**src/scps_pkg.sv**
```systemverilog
package scps_pkg;

  localparam int unsigned XY_W     = 13;
  localparam int unsigned PIX_W    = 32;
  localparam int unsigned CFG_AW   = 5;
  localparam int unsigned CFG_DW   = 32;
  localparam int unsigned IN_TDW   = 32;
  localparam int unsigned OUT_TDW  = 64;

  localparam logic [PIX_W-1:0] BYTE_MASK = 32'hFEFE_FEFF;

  typedef enum logic [2:0] {
    REG_SCALE_MODE  = 3'd0,
    REG_INTERLACED  = 3'd1,
    REG_FRAME_WIDTH = 3'd2,
    REG_H_OFFSET    = 3'd3,
    REG_V_OFFSET    = 3'd4
  } scps_reg_t;

  typedef enum logic [1:0] {
    ROW_FIRST  = 2'd0,
    ROW_SECOND = 2'd1,
    ROW_DIM    = 2'd2
  } scps_row_t;

  typedef struct packed {
    logic [XY_W-1:0]  xa;
    logic [XY_W-1:0]  xb;
    logic [PIX_W-1:0] pa;
    logic [PIX_W-1:0] pb;
    logic [XY_W-1:0]  y;
    logic             two;
    logic             ilace;
  } scps_item_t;

  function automatic logic [PIX_W-1:0] dim_word(input logic [PIX_W-1:0] p);
    logic [PIX_W-1:0] m;
    m = p & BYTE_MASK;
    return {1'b0, m[PIX_W-1:1]};
  endfunction

  function automatic logic [PIX_W-1:0] mean_word(input logic [PIX_W-1:0] a,
                                                 input logic [PIX_W-1:0] b);
    logic [PIX_W-1:0] s;
    s = (a & BYTE_MASK) + (b & BYTE_MASK);
    return {1'b0, s[PIX_W-1:1]};
  endfunction

endpackage

```
**src/scanline_pixel_scaler.sv**
```systemverilog
// Scanline pixel scaler. Takes one 32-bit source pixel per transfer in raster order and
// emits surface writes {dest_x, dest_y, pixel_value}, three output rows per source line
// (row 2 dimmed when interlaced is set). Mode 0 gives six writes per pixel; mode 1 gives
// three writes for the first pixel of each group of four, six for the others, and none
// for pixels past the last full group of a line. The output channel carries one write
// per cycle while out_tready is high; the next pixel is taken in the same cycle as the
// last write of the current one. A held item register feeds the output directly;
// config writes must be made only while the block has no writes pending; the block
// itself does not enforce this.
module scanline_pixel_scaler
  import scps_pkg::*;
#(
  parameter int unsigned MAX_WIDTH = 2048,
  parameter int unsigned MAX_LINES = 1024
) (
  input  logic                clk,
  input  logic                rst_n,
  input  logic                in_tvalid,
  output logic                in_tready,
  input  logic [IN_TDW-1:0]   in_tdata,   // [31:0] src_pixel
  input  logic                in_tuser,   // [0] frame_start
  output logic                out_tvalid,
  input  logic                out_tready,
  output logic [OUT_TDW-1:0]  out_tdata,  // [12:0] dest_x, [25:13] dest_y,
                                          // [57:26] pixel_value, [63:58] zero
  output logic                out_tlast,  // last
  input  logic                cfg_psel,
  input  logic                cfg_penable,
  input  logic                cfg_pwrite,
  input  logic [CFG_AW-1:0]   cfg_paddr,
  input  logic [CFG_DW-1:0]   cfg_pwdata,
  output logic [CFG_DW-1:0]   cfg_prdata,
  output logic                cfg_pready
);

  localparam int unsigned COL_W  = $clog2(MAX_WIDTH);
  localparam int unsigned LINE_W = (MAX_LINES > 1) ? $clog2(MAX_LINES) : 1;
  localparam logic [LINE_W-1:0] LINE_LAST = LINE_W'(MAX_LINES - 1);
  localparam logic [XY_W-1:0]   MAXW      = XY_W'(MAX_WIDTH);

  logic        scale_mode_r;
  logic        interlaced_r;
  logic [11:0] frame_width_r;
  logic [11:0] h_offset_r;
  logic [11:0] v_offset_r;

  logic [COL_W-1:0]  col_cnt_r,  col_cnt_nxt;
  logic [LINE_W-1:0] line_cnt_r, line_cnt_nxt;
  logic [PIX_W-1:0]  prev_pix_r;

  logic       busy_r, busy_nxt;
  scps_row_t  row_r, row_nxt;
  logic       sel_r, sel_nxt;
  scps_item_t item_r, item_nxt;

  logic cfg_wr;
  logic in_fire, out_fire, out_last;

  logic [XY_W-1:0]   width_w, lim_w, fw_w;
  logic [XY_W-1:0]   c0, c1, c2, g, g7, k2, cola, colb, h_w, l1x;
  logic [LINE_W-1:0] l0, l1;
  logic [1:0]        k;
  logic [PIX_W-1:0]  pix, cur_p, pix_out;
  logic              emit;

  function automatic logic [LINE_W-1:0] line_inc(input logic [LINE_W-1:0] l);
    return (l == LINE_LAST) ? '0 : LINE_W'(l + 1'b1);
  endfunction

  assign cfg_pready = 1'b1;
  assign cfg_wr     = cfg_psel && cfg_penable && cfg_pwrite && cfg_pready;

  always_ff @(posedge clk) begin
    if (!rst_n) begin
      scale_mode_r  <= 1'b0;
      interlaced_r  <= 1'b1;
      frame_width_r <= 12'd640;
      h_offset_r    <= '0;
      v_offset_r    <= '0;
    end else if (cfg_wr) begin
      case (scps_reg_t'(cfg_paddr[4:2]))
        REG_SCALE_MODE:  scale_mode_r  <= cfg_pwdata[0];
        REG_INTERLACED:  interlaced_r  <= cfg_pwdata[0];
        REG_FRAME_WIDTH: frame_width_r <= cfg_pwdata[11:0];
        REG_H_OFFSET:    h_offset_r    <= cfg_pwdata[11:0];
        REG_V_OFFSET:    v_offset_r    <= cfg_pwdata[11:0];
        default: ;
      endcase
    end
  end

  always_comb begin
    case (scps_reg_t'(cfg_paddr[4:2]))
      REG_SCALE_MODE:  cfg_prdata = {31'd0, scale_mode_r};
      REG_INTERLACED:  cfg_prdata = {31'd0, interlaced_r};
      REG_FRAME_WIDTH: cfg_prdata = {20'd0, frame_width_r};
      REG_H_OFFSET:    cfg_prdata = {20'd0, h_offset_r};
      REG_V_OFFSET:    cfg_prdata = {20'd0, v_offset_r};
      default:         cfg_prdata = '0;
    endcase
  end

  // output side
  assign out_last   = (row_r == ROW_DIM) && (sel_r || !item_r.two);
  assign out_tvalid = busy_r;
  assign out_tlast  = out_last;
  assign out_fire   = out_tvalid && out_tready;
  assign in_tready  = !busy_r || (out_tready && out_last);
  assign in_fire    = in_tvalid && in_tready;

  assign cur_p   = sel_r ? item_r.pb : item_r.pa;
  assign pix_out = ((row_r == ROW_DIM) && item_r.ilace) ? dim_word(cur_p) : cur_p;
  assign out_tdata = {6'd0, pix_out, XY_W'(item_r.y + XY_W'(row_r)),
                      (sel_r ? item_r.xb : item_r.xa)};

  // input side
  always_comb begin
    pix  = in_tdata[PIX_W-1:0];
    fw_w = {1'b0, frame_width_r};
    if (fw_w == '0) begin
      width_w = XY_W'(1);
    end else if (fw_w > MAXW) begin
      width_w = MAXW;
    end else begin
      width_w = fw_w;
    end
    lim_w = {width_w[XY_W-1:2], 2'b00};

    c0 = in_tuser ? '0 : XY_W'(col_cnt_r);
    l0 = in_tuser ? '0 : line_cnt_r;
    if (c0 >= width_w) begin
      c1 = '0;
      l1 = line_inc(l0);
    end else begin
      c1 = c0;
      l1 = l0;
    end
    c2 = c1 + XY_W'(1);
    if (c2 >= width_w) begin
      col_cnt_nxt  = '0;
      line_cnt_nxt = line_inc(l1);
    end else begin
      col_cnt_nxt  = COL_W'(c2);
      line_cnt_nxt = l1;
    end

    h_w = {1'b0, h_offset_r};
    l1x = XY_W'(l1);
    g   = c1 >> 2;
    g7  = (g << 3) - g;
    k   = c1[1:0];
    k2  = XY_W'({k, 1'b0});
    if (!scale_mode_r) begin
      cola = c1 << 1;
      colb = (c1 << 1) | XY_W'(1);
    end else if (k == 2'd0) begin
      cola = g7;
      colb = g7;
    end else begin
      cola = g7 + k2 - XY_W'(1);
      colb = g7 + k2;
    end
    emit = !scale_mode_r || (c1 < lim_w);

    item_nxt.xa    = h_w + cola;
    item_nxt.xb    = h_w + colb;
    item_nxt.pa    = (scale_mode_r && (k != 2'd0)) ? mean_word(prev_pix_r, pix) : pix;
    item_nxt.pb    = pix;
    item_nxt.y     = {1'b0, v_offset_r} + (l1x << 1) + l1x;
    item_nxt.two   = !scale_mode_r || (k != 2'd0);
    item_nxt.ilace = interlaced_r;
  end

  always_comb begin
    busy_nxt = busy_r;
    row_nxt  = row_r;
    sel_nxt  = sel_r;
    if (out_fire) begin
      if (out_last) begin
        busy_nxt = 1'b0;
      end else if (row_r == ROW_DIM) begin
        row_nxt = ROW_FIRST;
        sel_nxt = 1'b1;
      end else begin
        row_nxt = scps_row_t'(row_r + 2'd1);
      end
    end
    if (in_fire && emit) begin
      busy_nxt = 1'b1;
      row_nxt  = ROW_FIRST;
      sel_nxt  = 1'b0;
    end
  end

  always_ff @(posedge clk) begin
    if (!rst_n) begin
      busy_r     <= 1'b0;
      row_r      <= ROW_FIRST;
      sel_r      <= 1'b0;
      col_cnt_r  <= '0;
      line_cnt_r <= '0;
      prev_pix_r <= '0;
    end else begin
      busy_r <= busy_nxt;
      row_r  <= row_nxt;
      sel_r  <= sel_nxt;
      if (in_fire) begin
        col_cnt_r  <= col_cnt_nxt;
        line_cnt_r <= line_cnt_nxt;
        prev_pix_r <= pix;
      end
    end
  end

  always_ff @(posedge clk) begin
    if (in_fire && emit) begin
      item_r <= item_nxt;
    end
  end

  a_no_overrun: assert property (@(posedge clk) disable iff (!rst_n)
    (in_fire && busy_r) |-> (out_fire && out_last))
    else $error("input taken while writes still pending");

  a_row_range: assert property (@(posedge clk) disable iff (!rst_n)
    busy_r |-> (row_r != 2'd3))
    else $error("row index out of range");

  a_single_col_sel: assert property (@(posedge clk) disable iff (!rst_n)
    (busy_r && sel_r) |-> item_r.two)
    else $error("second column selected on a single-column item");

  a_idle_after_reset: assert property (@(posedge clk)
    !rst_n |=> !out_tvalid)
    else $error("output valid right after reset");

endmodule

```
**config.mk**
```make
export PLATFORM = sky130hd
export DESIGN_NAME = scanline_pixel_scaler
export DESIGN_NICKNAME = d
export VERILOG_FILES = /design/src/scps_pkg.sv /design/src/scanline_pixel_scaler.sv
export SDC_FILE = /design/constraint.sdc
export NUM_CORES = 1
export LEC_CHECK = 0
export BUFFER_PORTS_ARGS = -buffer_cell sky130_fd_sc_hd__buf_2
export CORE_MARGIN = 2
export CORE_UTILIZATION = 54
export DETAILED_ROUTE_END_ITERATION = 6
export GPL_ROUTABILITY_DRIVEN = 1
export HOLD_SLACK_MARGIN = 0.12
export PLACE_DENSITY = 0.75
export SLEW_MARGIN = 20
export SYNTH_ARGS = -nofsm -noshare
export SYNTH_HDL_FRONTEND = slang
export SYNTH_SLANG_ARGS = --single-unit
```
**constraint.sdc**
```tcl
create_clock -name clk -period 9.6 [get_ports clk]
set_input_delay 0.48 -clock clk [delete_from_list [all_inputs] [get_ports clk]]
set_output_delay 0.48 -clock clk [all_outputs]
set_load 0.05 [all_outputs]
```
==> results of run 1 <==
==> sequential cells by signal (all words and copies together) (netlist names), 2 cells and up <==
signal,count
col_cnt_r,11
frame_width_r,12
h_offset_r,12
item_r,105
line_cnt_r,10
prev_pix_r,29
row_r,2
v_offset_r,12
==> path summary, 6_finish.rpt <==
kind                                   start           end  slack [ns]  depth (start not counted)
worst max-delay path                in_tuser   item_r[104]        1.93                         32
worst min register to register  col_cnt_r[1]  col_cnt_r[1]        0.45                          2
worst max register to register  col_cnt_r[7]   item_r[104]        1.99                         29
worst min-delay path             in_tdata[8]    item_r[23]        0.23                          1
==> final cells by class <==
| type | count | area (sq um) |
|---|---|---|
| Tap cell | 335 | 419 |
| Antenna cell | 3 | 7.51 |
| Inverter | 86 | 323 |
| Fill cell | 2214 | 10300 |
| Sequential cell | 197 | 5000 |
| Multi-Input combinational cell | 1206 | 8420 |
| Clock buffer | 17 | 425 |
| Clock inverter | 15 | 213 |
| Timing Repair Buffer | 142 | 761 |
==> logic make-up (layout without fill, tap and decap cells) <==
kind of cell,after synthesis,in the layout,synth area share
adders and majority gates,123,123,0.119
other,2,30,0.000533
DFF,197,197,0.354
muxes,91,91,0.0912
buffers and inverters,183,260,0.0564
AOI/OAI and AO/OA,350,350,0.148
and+or+nand+nor,515,515,0.169
xor gates and xnor gates,100,100,0.0621
==> layer usage <==
layer	up-vias	GRT usage	routed length [um]
met5	-	0	0
met1	5492	0.339	14900
li1	5653	-	-
met3	54	0.0425	2490
met2	432	0.433	16200
met4	0	0.0960	1110
==> power by group through the flow <==
stage	logic, uW	clock network, uW	registers (uW)
floorplan	220	0	963
global placement	275	0	964
detailed placement	282	0	965
CTS	283	768	946
global route	310	803	951
finish	284	759	946
==> worst max-delay path: cells and delay by family <==
kind / cells / cell delay, ns
compound gates: 7 / 1.31
xor+xnor: 3 / 0.55
fa+ha+maj: 4 / 1.27
buf+inv: 6 / 1.30
simple gates: 12 / 2.93
==> cells in the mapped netlist (5+ instances only) <==
library cell,count,share of area
buf_4,27,0.014
o21bai_1,13,0.0069
buf_2,5,0.0018
a21oi_1,131,0.047
nand2b_1,24,0.011
xor2_1,29,0.018
nor2_1,120,0.032
nor3b_1,7,0.0037
nor3_1,22,0.0078
and3_1,10,0.0044
dfxtp_1,92,0.13
inv_1,84,0.022
o21a_1,10,0.0053
o211ai_1,6,0.0032
and2_1,6,0.0027
nand2_1,216,0.058
edfxtp_1,105,0.22
o21ai_0,101,0.036
nor4_1,9,0.0040
nand4_1,10,0.0044
fa_1,18,0.026
a22oi_1,6,0.0032
mux2i_1,47,0.033
nor2b_1,24,0.011
buf_1,9,0.0024
nand3_1,41,0.015
a31oi_1,13,0.0058
mux2_2,15,0.012
a21o_1,34,0.018
xnor2_1,71,0.044
ha_1,104,0.092
or3_1,7,0.0031
clkbuf_1,56,0.015
mux4_2,28,0.045
==> layout by cell type, fill, tap and decap left out, drive strengths merged, types with 35 or more instances in the layout <==
master / Yosys / final
buf: 41 / 142
xnor2: 71 / 71
a21o: 35 / 35
dfxtp: 92 / 92
nor2: 120 / 120
inv: 84 / 93
mux2i: 47 / 47
ha: 104 / 104
o21ai: 104 / 104
nand2: 216 / 216
nand3: 42 / 42
a21oi: 132 / 132
edfxtp: 105 / 105
==> through the flow <==
step	total power, uW	instances	util
finish	1990	2001	0.602
global route	2060	1998	0.602
CTS	2000	1998	0.602
detailed placement	1250	1966	0.577
global placement	1240	1966	0.577
floorplan	1180	1586	-
==> flow_summary.json, run 1 <==
{
  "synth_edf_count": 105,
  "fin_ws_ns": 1.93,
  "hold_violations": 0,
  "grt_pass1_wl_um": 55700,
  "swShare": 0.308,
  "root_buffer": "clkbuf_16",
  "antenna_left": 0,
  "vias": 11600,
  "power_density_mw_per_mm2": 128,
  "ctsHoldBuffers": 0,
  "synth_area_sq_mm": 0.0141,
  "grt_overflow_total": 0,
  "seqPwrFrac": 0.476,
  "p_int_uw": 1380,
  "area_growth_pct": 10.4,
  "vdd.ir_drop.worst_mv": 0.0898,
  "grt_antenna_before_repair": 1,
  "via_per_inst": 5.81,
  "h-tree-depth": 4,
  "coreArea_sq_mm": 0.0258,
  "clk_pin_slew_ns": 0.09,
  "slowest_stage": "nor3b_1",
  "p_leak_uw": 0.00669,
  "cts_sinks": 197,
  "synth-main-ff-cell": "edfxtp_1",
  "io_pins": 177,
  "synth-seq-cells": 197,
  "fmax_mhz": 130,
  "holdCritPathClass": "input pin to flip-flop",
  "synth-async-reset-ratio": 0,
  "path_class": "input pin to flip-flop",
  "grt_max_degree": 92,
  "place.gp.congestion": 0.935,
  "first_iter_violations": 1084,
  "yosys_warnings": 0,
  "p_clk_frac": 0.382,
  "grt_util_all_layers": 0.259,
  "rsz0062_at_grt": "false",
  "layout-drive-gt1-share": 0.146,
  "routedWlPerCell_um": 17.4,
  "cts_tree": "yes",
  "setup_viol": 0,
  "grt_pass1_vias": 11000,
  "postSynthAreaPerCell_sq_um": 9.03,
  "worst_setup_path_start_kind": "input pin",
  "worst_skew_pair.late_latency_ns": 0.45,
  "crit_fanout": 23,
  "outcome": "finished, final reports clean",
  "crit_top_cell": "ha_1",
  "critPathCaptureType": "flip-flop",
  "fin_setup_tns_ns": 0,
  "worst_ep_arrival_time_ns": 7.85,
  "die_x_um": 166,
  "drv_slew": 0,
  "p_switching_uw": 612,
  "drc_errors": 0,
  "cts_resized": 0,
  "die_area_sq_mm": 0.0274,
  "wl_um": 34800,
  "die_h_um": 166,
  "skew_ns": 0.0121,
  "drv_cap": 0,
  "yosysSeqAreaShare": 0.354,
  "rows": 59,
  "hpwl_um": 25800,
  "cpPeakStageDelay_ns": 0.53,
  "fin_crit_sh": 0.799,
  "holdWs_ns": 0.235,
  "tightest_slew_ns": 0.949,
  "postCtsSetupRepairBufs": 0,
  "io_buffers": 127,
  "max-slew-margin-rel": 0.367,
  "fin_nets": 1849,
  "fin_crit_ns": 7.67,
  "synth.distinct_cells": 74,
  "design_area_sq_mm": 0.0156,
  "drt-pass1-iter-count": 5,
  "clk_path_buf_depth": 2,
  "placed_area_sq_mm": 0.0149,
  "cts_buffers": 17,
  "syn-instance-count": 1561,
  "pwr-share-comb": 0.143,
  "initial_core_util": 0.546,
  "required_ns": 9.78,
  "pre_cts_slack_ns": 1.65
}
(Power assumes the default switching activity.)
==> run 2: changes to the inputs <==
--- a/config.mk
+++ b/config.mk
@@ -5,6 +5,7 @@
 export SDC_FILE = /design/constraint.sdc
 export NUM_CORES = 1
 export LEC_CHECK = 0
+export ABC_AREA = 1
 export BUFFER_PORTS_ARGS = -buffer_cell sky130_fd_sc_hd__buf_2
 export CORE_MARGIN = 2
 export CORE_UTILIZATION = 54
==> constraint.sdc (replaced) <==
create_clock -name clk -period 7.2 [get_ports clk]
set_input_delay 0.36 -clock clk [delete_from_list [all_inputs] [get_ports clk]]
set_output_delay 0.36 -clock clk [all_outputs]
set_load 0.05 [all_outputs]
==> run 2 against run 1 <==
Compared with the run above: hold slack worse by 0.094 ns; via count rose by 5.1%; non-clock buffer count is 4 higher; combinational power grew 43%; sequential cell count stayed put; clock skew is 0.00097 ns lower; routed wire length rose by 2.2%; sequential power grew 34%; largest cell class unchanged.
==> flow_summary.json, run 2 <==
{
  "outcome": "finished, final reports clean",
  "synth_simple_gate_area_frac": 0.248,
  "synth_area_leaders": "edfxtp_1 23%, dfxtp_1 13%, nand2_1 9.9%",
  "layout_common_cells": "367 x nand2_1, 239 x nor2_1, 211 x inv_1",
  "critPathCaptureType": "flip-flop",
  "first_iter_violations": 856,
  "initial_core_util": 0.552,
  "postCtsSetupRepairBufs": 0,
  "fmax_mhz": 151,
  "synth_top_area_share": 0.226,
  "multi_input_area_sq_mm": 0.00776,
  "fin_nets": 2121,
  "synth-main-ff-cell": "edfxtp_1",
  "holdWs_ns": 0.141,
  "muxShareOfSynthArea": 0.00574,
  "fin_crit_ns": 6.63,
  "synth-async-reset-ratio": 0,
  "place.gp.congestion": 0.905,
  "seqPwrFrac": 0.470,
  "pwr-share-comb": 0.151,
  "synth_area_leader_cell": "edfxtp_1",
  "required_ns": 7.40,
  "layout-drive-gt1-share": 0.133,
  "synth_edf_count": 105,
  "antenna_left": 0,
  "worst_skew_pair.late_latency_ns": 0.44,
  "synth_compound_area_frac": 0.134,
  "p_clk_frac": 0.378,
  "die_x_um": 165,
  "grt_util_all_layers": 0.264,
  "path_buf_inv": 7,
  "wl_um": 35500,
  "area_growth_pct": 10.7,
  "wl_met2_um": 17300,
  "grt_pass1_wl_um": 56300,
  "largest_reg_flops": 105,
  "drc_errors": 0,
  "syn-instance-count": 1816,
  "wl_met1_um": 15100,
  "synth-seq-cells": 197,
  "drv_cap": 0,
  "synth_xor_area_frac": 0.0415,
  "yosys.area_share.adder": 0.119,
  "fin_crit_sh": 0.921,
  "path_delay_family": "simple AND/OR/NAND/NOR gates",
  "io_buffers": 127,
  "synth_area_sq_mm": 0.0139,
  "h-tree-depth": 4,
  "synth_top_family_by_area": "simple AND/OR/NAND/NOR gates",
  "cts_resized": 0,
  "drt-pass1-iter-count": 5,
  "holdCritPathClass": "input pin to flip-flop",
  "clk_path_buf_depth": 2,
  "p_int_uw": 1880,
  "fillers": 2278,
  "coreArea_sq_mm": 0.0253,
  "yosys-top-cells-count": "368 x nand2_1, 240 x nor2_1, 211 x inv_1",
  "cts_buffers": 17,
  "yosysMostFrequentCell": "nand2_1",
  "tightest_slew_ns": 1.06,
  "hpwl_um": 26800,
  "grt_overflow_total": 0,
  "crit_fanout": 15,
  "die_h_um": 165,
  "final_common_cell": "nand2_1",
  "power_density_mw_per_mm2": 174,
  "slowest_stage": "fa_1",
  "ctsHoldBuffers": 3,
  "grt_max_degree": 70,
  "yosysSeqAreaShare": 0.358,
  "drv_slew": 0,
  "grt_antenna_before_repair": 1,
  "top_layer": "met5",
  "cts_sinks": 197,
  "die_area_sq_mm": 0.0271,
  "top_register": "item_r",
  "seqCellArea_sq_mm": 0.00500,
  "io_pins": 177,
  "max-slew-margin-rel": 0.291,
  "p_leak_uw": 0.00738,
  "largestRegisters": "item_r (105), prev_pix_r (29)",
  "cts_tree": "yes",
  "worst_ep_arrival_time_ns": 6.83,
  "cpPeakStageDelay_ns": 0.58,
  "vias": 12200,
  "root_buffer": "clkbuf_16",
  "synth.distinct_cells": 56,
  "swShare": 0.300,
  "skew_ns": 0.0112,
  "p_switching_uw": 806,
  "grt_pass1_vias": 11400,
  "clk_pin_slew_ns": 0.07,
  "rows": 58,
  "fin_setup_tns_ns": 0,
  "crit_top_cell": "nand2_1",
  "hold_violations": 0,
  "rsz0062_at_grt": "false",
  "setup_viol": 0,
  "vdd.ir_drop.worst_mv": 0.118,
  "yosys_warnings": 0,
  "routedWlPerCell_um": 15.7,
  "postSynthAreaPerCell_sq_um": 7.68,
  "path_class": "flip-flop to flip-flop",
  "worst_setup_path_start_kind": "flip-flop",
  "dr_wl_met3_um": 2240,
  "via_per_inst": 5.40
}
[run 2: cell count changes after synthesis, moves of 29 or more]
cell     previous run  this run
nand2_1           216       368
inv_1              84       211
nor2_1            120       240
xnor2_1            71         8
mux2i_1            47         8
a21o_1             34         0
xor2_1             29        58
[run 2: stage by stage]
| stage | total power (uW) | instance area (sq um) | cells | setup slack [ns] | utilization |
|---|---|---|---|---|---|
| final | 2690 | 15400 | 2266 | 0.568 | 0.611 |
| after global routing | 2790 | 15400 | 2265 | 0.0259 | 0.611 |
| after CTS | 2700 | 15400 | 2265 | 0.616 | 0.611 |
| after detailed placement | 1690 | 14800 | 2230 | 0.644 | 0.585 |
| after floorplan | 1600 | 14000 | 1841 | 0.528 | - |
| after global placement | 1680 | 14800 | 2230 | 0.765 | 0.585 |
[run 2: cells by family after synthesis]
family / Yosys count
mux: 8
other cells: 2
compound gates: 329
simple gates: 785
fa+ha+maj: 122
buf+inv: 307
flops: 197
xor+xnor: 66
[run 2: power by group through the flow]
stage | combinational, uW | sequential [uW] | clock (uW)
2_1_floorplan | 308 | 1290 | 0
3_3_place_gp | 393 | 1290 | 0
3_5_place_dp | 403 | 1290 | 0
4_1_cts | 407 | 1270 | 1030
5_1_grt | 448 | 1270 | 1080
6_report | 407 | 1270 | 1020
[run 2: path summary, 6_finish.rpt]
check	cells past startpoint	start	slack, ns	end
worst max register to register	39	frame_width_r[9]	0.57	item_r[104]
worst max-delay path	39	frame_width_r[9]	0.57	item_r[104]
worst min register to register	2	line_cnt_r[5]	0.47	line_cnt_r[5]
worst min-delay path	1	in_tdata[31]	0.14	item_r[46]
[run 2: final cells by class]
class | count | area share
well taps | 330 | 0.0267
diodes | 1 | 0.000162
repair buffers | 146 | 0.0517
multi-input cells | 1337 | 0.503
clock buffers | 17 | 0.0276
inverters | 223 | 0.0545
clock inverters | 15 | 0.0126
flip-flops and latches | 197 | 0.324
[run 2: per-layer routing]
| layer | vias to the layer above | GRT usage |
|---|---|---|
| li1 | 6155 | - |
| met1 | 5599 | 0.331 |
| met2 | 412 | 0.468 |
| met3 | 59 | 0.0394 |
| met4 | 2 | 0.0866 |
| met5 | - | 0 |
==> run 3: changes to the inputs <==
==> constraint.sdc (replaced) <==
create_clock -name clk -period 6.9 [get_ports clk]
set_input_delay 0.345 -clock clk [delete_from_list [all_inputs] [get_ports clk]]
set_output_delay 0.345 -clock clk [all_outputs]
set_load 0.05 [all_outputs]
==> run 3 against run 2 <==
Compared with the run above: utilization is 0.23 points higher; first-iteration DRC count is 3.2% lower; non-clock buffer count grew 6; clock power about the same; global-route usage shrank 0.26 points; register-to-register slack better by 0.14 ns; critical path depth decreased by 1.
==> flow_summary.json, run 3 (synthesis gave the netlist of run 2 again) <==
{
  "outcome": "finished, final reports clean",
  "skew_ns": 0.0134,
  "drt-pass1-iter-count": 5,
  "design_area_sq_mm": 0.0155,
  "io_buffers": 127,
  "place_inst": 2231,
  "setup_viol": 0,
  "crit_fanout": 10,
  "antenna_left": 0,
  "fmax_mhz": 161,
  "worst_ep_arrival_time_ns": 6.38,
  "io_pins": 177,
  "worst_skew_pair.late_latency_ns": 0.44,
  "tightest_slew_ns": 1.06,
  "wl_um": 35400,
  "first_iter_violations": 829,
  "fillers": 2280,
  "min_from": "in_tdata[28]",
  "grt_antenna_before_repair": 2,
  "area_growth_pct": 11.2,
  "fin_nets": 2127,
  "root_buffer": "clkbuf_16",
  "p_leak_uw": 0.00741,
  "cts_sinks": 197,
  "drv_cap": 0,
  "routedWlPerCell_um": 15.6,
  "fin_crit_ns": 6.19,
  "required_ns": 7.09,
  "holdCritPathClass": "input pin to flip-flop",
  "drv_slew": 0,
  "rsz0062_at_grt": "false",
  "slowest_stage": "fa_1",
  "cts_tree": "yes",
  "power_density_mw_per_mm2": 180,
  "worst_setup_path_start_kind": "flip-flop",
  "grt_max_degree": 93,
  "largestRegisters": "item_r (105), prev_pix_r (29)",
  "max-slew-margin-rel": 0.292,
  "die_area_sq_mm": 0.0271,
  "layout-drive-gt1-share": 0.136,
  "hold_violations": 0,
  "final_common_cell": "nand2_1",
  "r2r-start": "frame_width_r[4]",
  "clk_path_buf_depth": 2,
  "layout_common_cells": "366 x nand2_1, 239 x nor2_1, 211 x inv_1",
  "rows": 58,
  "via_per_inst": 5.38,
  "largest_reg_flops": 105,
  "layout.cells.non_filler": 2272,
  "drc_errors": 0,
  "cts_buffers": 17,
  "fin_setup_tns_ns": 0,
  "die_x_um": 165,
  "top_register": "item_r",
  "grt_overflow_total": 0,
  "grt_pass1_vias": 11400,
  "placed_area_sq_mm": 0.0148,
  "path_class": "flip-flop to flip-flop",
  "crit_start": "frame_width_r[4]",
  "die_h_um": 165,
  "critPathCaptureType": "flip-flop",
  "vias": 12200,
  "hpwl_um": 26400,
  "coreArea_sq_mm": 0.0253,
  "initial_core_util": 0.552,
  "fin_crit_sh": 0.897,
  "vdd.ir_drop.worst_mv": 0.126,
  "grt_util_all_layers": 0.262,
  "place.gp.congestion": 0.936,
  "clk_pin_slew_ns": 0.08,
  "cpPeakStageDelay_ns": 0.58,
  "holdWs_ns": 0.135,
  "h-tree-depth": 4,
  "grt_pass1_wl_um": 55800
}
-- run 3: timing repair --
action | CTS | global route
hold buffers | 3 | 1
setup buffers | 0 | 4
gates resized for setup | 0 | 2
endpoints found under the hold margin | 3 | 1
setup endpoints to repair | 0 | 6
-- run 3: final timing paths --
| path | cells past startpoint | slack [ns] | endpoint |
|---|---|---|---|
| min reg2reg | 2 | 0.47 | col_cnt_r[0] |
| max reg2reg | 38 | 0.71 | item_r[104] |
| min | 1 | 0.14 | item_r[43] |
| max | 38 | 0.71 | item_r[104] |
-- run 3: worst max-delay path: cells and delay by family, from the launching register on --
kind | cells | cell delay (ns)
AO/OA/AOI/OAI | 9 | 1.46
XOR/XNOR | 1 | 0.14
adder cells (fa/ha/maj) | 4 | 1.46
buffers and inverters | 7 | 0.58
flip-flops | 1 | 0.34
AND/OR/NAND/NOR | 17 | 1.94
-- run 3: per-stage QoR --
stage           util  total power, uW  worst slack (ns)
2_1_floorplan      -             1670             0.228
3_3_place_gp   0.586             1750             0.535
3_5_place_dp   0.586             1770             0.456
4_1_cts        0.612             2800             0.432
5_1_grt        0.613             2900            0.0449
6_report       0.614             2790             0.708
-- run 3: final cells by class --
| class | count | area (sq um) | share of cell area |
|---|---|---|---|
| inverter | 223 | 845 | 0.0545 |
| clock inverter | 15 | 200 | 0.0129 |
| multi-input combinational | 1337 | 7770 | 0.501 |
| clock buffer | 17 | 425 | 0.0275 |
| sequential | 197 | 5000 | 0.322 |
| tap | 330 | 413 | 0.0266 |
| antenna | 1 | 2.50 | 0.000161 |
| timing repair buffer | 152 | 846 | 0.0546 |
-- run 3: power by group --
| part | total (uW) | switching (uW) | internal [uW] |
|---|---|---|---|
| Clock | 1040 | 512 | 531 |
| Combinational | 424 | 309 | 115 |
| Sequential | 1320 | 23.6 | 1300 |
| Total | 2790 | 845 | 1940 |
-- run 3: layer usage --
layer | GRT usage | share of wire | up-vias
met5 | 0 | 0.00037 | -
met1 | 0.332 | 0.43 | 5613
met4 | 0.0929 | 0.024 | 2
li1 | - | - | 6173
met3 | 0.0354 | 0.058 | 47
met2 | 0.458 | 0.48 | 396
